File: config.mk
export PLATFORM = sky130hd
export DESIGN_NAME = rpr_judge
export DESIGN_NICKNAME = d
export VERILOG_FILES = /design/src/hw/rtl/rpr_pkg.sv /design/src/hw/rtl/rpr_judge.sv
export SDC_FILE = /design/constraint.sdc
export NUM_CORES = 1
export LEC_CHECK = 0
export BUFFER_PORTS_ARGS = -buffer_cell sky130_fd_sc_hd__buf_4
export CELL_PAD_IN_SITES_DETAIL_PLACEMENT = 0
export CELL_PAD_IN_SITES_GLOBAL_PLACEMENT = 2
export CORE_ASPECT_RATIO = 1.5
export CORE_MARGIN = 2
export CORE_UTILIZATION = 28
export DETAILED_ROUTE_END_ITERATION = 16
export PLACE_DENSITY = 0.95
export SLEW_MARGIN = 40
export SYNTH_ARGS = -nofsm -noshare
export SYNTH_HDL_FRONTEND = slang
export SYNTH_SLANG_ARGS = --single-unit
File: constraint.sdc
create_clock -name vclk -period 3.31
set_clock_uncertainty 0.15 [all_clocks]
set_input_delay 0.1655 -clock vclk [all_inputs]
set_output_delay 0.1655 -clock vclk [all_outputs]
set_load 0.01 [all_outputs]
File: src/hw/rtl/rpr_pkg.sv
// Shared types and constants for the rectilinear path point reducer.
package rpr_pkg;

    localparam int MAX_POINTS_DEF = 256;

    localparam logic [1:0] REQ_APPEND = 2'd0;
    localparam logic [1:0] REQ_READ   = 2'd1;
    localparam logic [1:0] REQ_CLEAR  = 2'd2;

    typedef enum logic [2:0] {
        ACT_DUP         = 3'd0,
        ACT_APPEND      = 3'd1,
        ACT_SEP         = 3'd2,
        ACT_SPIKE_REPL  = 3'd3,
        ACT_SPIKE_ELIDE = 3'd4,
        ACT_READ        = 3'd5,
        ACT_CLEAR       = 3'd6,
        ACT_ERROR       = 3'd7
    } t_action;

    typedef struct packed {
        logic signed [31:0] x;
        logic signed [31:0] y;
    } t_vertex;

    typedef struct packed {
        logic [1:0]  req_type;
        t_vertex     pt;
        logic [7:0]  read_index;
    } t_req;

endpackage

File: src/hw/rtl/rpr_judge.sv
// Reduction decision on the top three points (p2 oldest, p0 newest).
module rpr_judge
    import rpr_pkg::*;
(
    input  t_vertex i_p2,
    input  t_vertex i_p1,
    input  t_vertex i_p0,
    output t_action o_action
);
    function automatic logic f_sep(logic signed [31:0] a2, logic signed [31:0] a1,
                                   logic signed [31:0] a0);
        return (a2 < a1 && a1 < a0) || (a0 < a1 && a1 < a2);
    endfunction

    // 0 none, 1 replace, 2 elide
    function automatic logic [1:0] f_spike(logic signed [31:0] a2, logic signed [31:0] a1,
                                           logic signed [31:0] a0);
        logic [1:0] k;
        k = 2'd0;
        if ((a1 < a0 && a0 < a2) || (a2 < a0 && a0 < a1) ||
            (a1 < a2 && a2 < a0) || (a0 < a2 && a2 < a1)) begin
            k = 2'd1;
        end else if ((a2 == a0 && a0 < a1) || (a1 < a0 && a0 == a2)) begin
            k = 2'd2;
        end
        return k;
    endfunction

    logic       col_x;
    logic       col_y;
    logic       sep;
    logic [1:0] kind_x;
    logic [1:0] kind_y;
    logic [1:0] kind;

    always_comb begin
        col_x  = (i_p0.x == i_p1.x) && (i_p1.x == i_p2.x);
        col_y  = (i_p0.y == i_p1.y) && (i_p1.y == i_p2.y);
        sep    = (col_x && f_sep(i_p2.y, i_p1.y, i_p0.y)) ||
                 (col_y && f_sep(i_p2.x, i_p1.x, i_p0.x));
        kind_x = col_x ? f_spike(i_p2.y, i_p1.y, i_p0.y) : 2'd0;
        kind_y = col_y ? f_spike(i_p2.x, i_p1.x, i_p0.x) : 2'd0;
        kind   = (kind_x != 2'd0) ? kind_x : kind_y;
        priority if (sep) begin
            o_action = ACT_SEP;
        end else if (kind == 2'd2) begin
            o_action = ACT_SPIKE_ELIDE;
        end else if (kind == 2'd1) begin
            o_action = ACT_SPIKE_REPL;
        end else begin
            o_action = ACT_APPEND;
        end
    end
endmodule

==> impl_metrics.toml <==
[run_status]
outcome = "finished clean"

[power_and_ir_drop]
power_density_nw_per_um2 = 118
max-vdd-ir-drop_v = 0.0000484
p_leak_uw = 0.00397
power_uw = 792

[yosys]
avgSynthCellArea_um2 = 7.30
synth-adder-area-share_pct = 48.4
synth-simple-area-share_pct = 18.2
yosysSeqAreaShare_pct = 0
yosys-top-cells-area = "ha_1, inv_1, a21oi_1"
yosys.area.top_type = "ha_1"
synth_cells = 679
synthXorXnorAreaFrac_pct = 0
yosysWarnings = 0
syn_nets = 1063
yosys.area.top_type_share_pct = 48.4
yosysMostFrequentCell = "ha_1"
synthMuxAreaShare_pct = 0.429
synth_area_um2 = 4960
yosysUniqueCellTypes = 50
synth_commonest_cells = "ha_1, inv_1, a21oi_1"
synth_compound_area_share_pct = 20.3
synth_top_family_by_area = "adder cells"

[die]
num_io_pins = 195
coreArea_um2 = 17300
die_w_um = 113
die_h_um = 167
rows = 59
initial_core_util_pct = 28.6
die_area_um2 = 18800

[min_path]
hp-class = "in -> out"

[routing]
wire_per_inst_um = 15.1
drc = 0
wirelength_mm = 16.4
ant_nets = 0
vias = 5397
dr.pass1.iters = 4
viasPerCell = 4.96
first_iter_violations = 156

[timing]
timing.final.crit_share_pct = 93.4
setup_ws_ns = 0.219
final_max_slew_viol_count = 0
setup_tns_ns = 0
tightest_slew_ns = 0.593
layout_min_cycle_time_ns = 3.09
setup_violations = 0
hold_viol_final = 0
slew_headroom_pct = 60.1
max_freq_mhz = 324
rsz0062_at_grt = "no"

[setup_path]
crit_top_cell = "buf_4"
worstSetupPathType = "in -> out"
cp_top_family = "compound AO/OA/AOI/OAI gates"
crit_fanout = 5
endpoint_kind = "output port"
crit_buf_inv = 3
crit_chain = "buf_4 -> inv_1 -> ha_1 -> nand4_1 -> a2111oi_2 -> nor3_1 -> o221ai_1 -> and2b_1 -> a21oi_1 -> o32a_1 -> and3_1 -> buf_4"
worstSetupStartpointType = "input port"
cpMaxStageDelayCell = "a2111oi_2"
worst_ep_required_time_ns = 2.99
worstPathArrival_ns = 2.78
max_stage_delay_ns = 0.49

[global_routing]
grt_pass1_wl_mm = 25.7
grtUsageTotal_pct = 16.6
grt_overflow = 0
antenna_found_initial = 0
grt_pass1_vias = 5576
grt_start_max_net_pins = 6

[cells_and_area]
fin_area_um2 = 6700
nFillCells = 1885
diodes = 0
seq_cells = 0
area_delta_synth_final_pct = 35.2
clkbuf_count = 0
register_area_um2 = 0
final_cells = 1088
fin_nets = 1261
drive_gt1_share_pct = 23.8

[placement]
io_buffers = 195
globalplace.congestion = 0.879
placedCellCount = 1088
hpwl_mm = 15.6
place_area_um2 = 6700
dp_worst_setup_slack_ns = 0.0129

[clock_network]
cts_setup_buffers = 0

[job]
max-cap-violations = 0
## layout by cell type (no fill, tap or decap), drive strengths merged, types with 9 or more instances in the layout
master	instances
a21o	16
a21oi	66
buf	196
ha	192
inv	167
nand2	35
nand3	21
nand4	40
nor2	16
nor2b	10
nor3	9
o21ai	23
## tightest hold or removal path, cell delays in order
cell,delay [ns]
buf_4,0.09
ha_1,0.24
nand4_1,0.12
nor2_1,0.08
nand2_1,0.07
o211ai_1,0.08
buf_4,0.16
## repair_timing
| action | CTS | global route |
|---|---|---|
| resized for setup | 0 | 2 |
| setup endpoints to repair | 0 | 3 |
| hold buffers | 0 | 0 |
## layout make-up
cell class	count	area [um^2]	area share [%]
inverter	167	627	9.35
multi-input combinational	512	4340	64.7
tap	213	267	3.98
timing repair buffer	196	1470	21.9
## path summary, 6_finish.rpt
| check | startpoint | end | slack [ns] | depth (start not counted) |
|---|---|---|---|---|
| worst max-delay path | i_p1[46] | o_action[2] | 0.22 | 12 |
| worst min-delay path | i_p2[16] | o_action[1] | 1.03 | 7 |
## cell families after synthesis
| family | count (synthesis) |
|---|---|
| AO/OA/AOI/OAI | 156 |
| adder cells (fa/ha/maj) | 192 |
| buffers and inverters | 167 |
| multiplexers | 2 |
| AND/OR/NAND/NOR | 162 |
## report_power, final
part           switching (uW)  total, uW  internal, uW
Combinational             393        792           399
Clock                       0          0             0
Sequential                  0          0             0
## per-stage QoR
stage,hold WS [ns],util (%)
finish,1.03,38.6
global placement,1.03,38.6
floorplan,0.711,-
detailed placement,1.04,38.6
global route,1.11,38.6
CTS,1.04,38.6
## routing by layer
layer	share of wire, %	global-route usage [%]	vias up
li1	-	-	2841
met1	37	17.3	2391
met2	57	35.6	153
met3	5.3	1.71	12
met4	1.1	1.54	0
met5	0	0	-
Power figures use the tool's default switching activity.
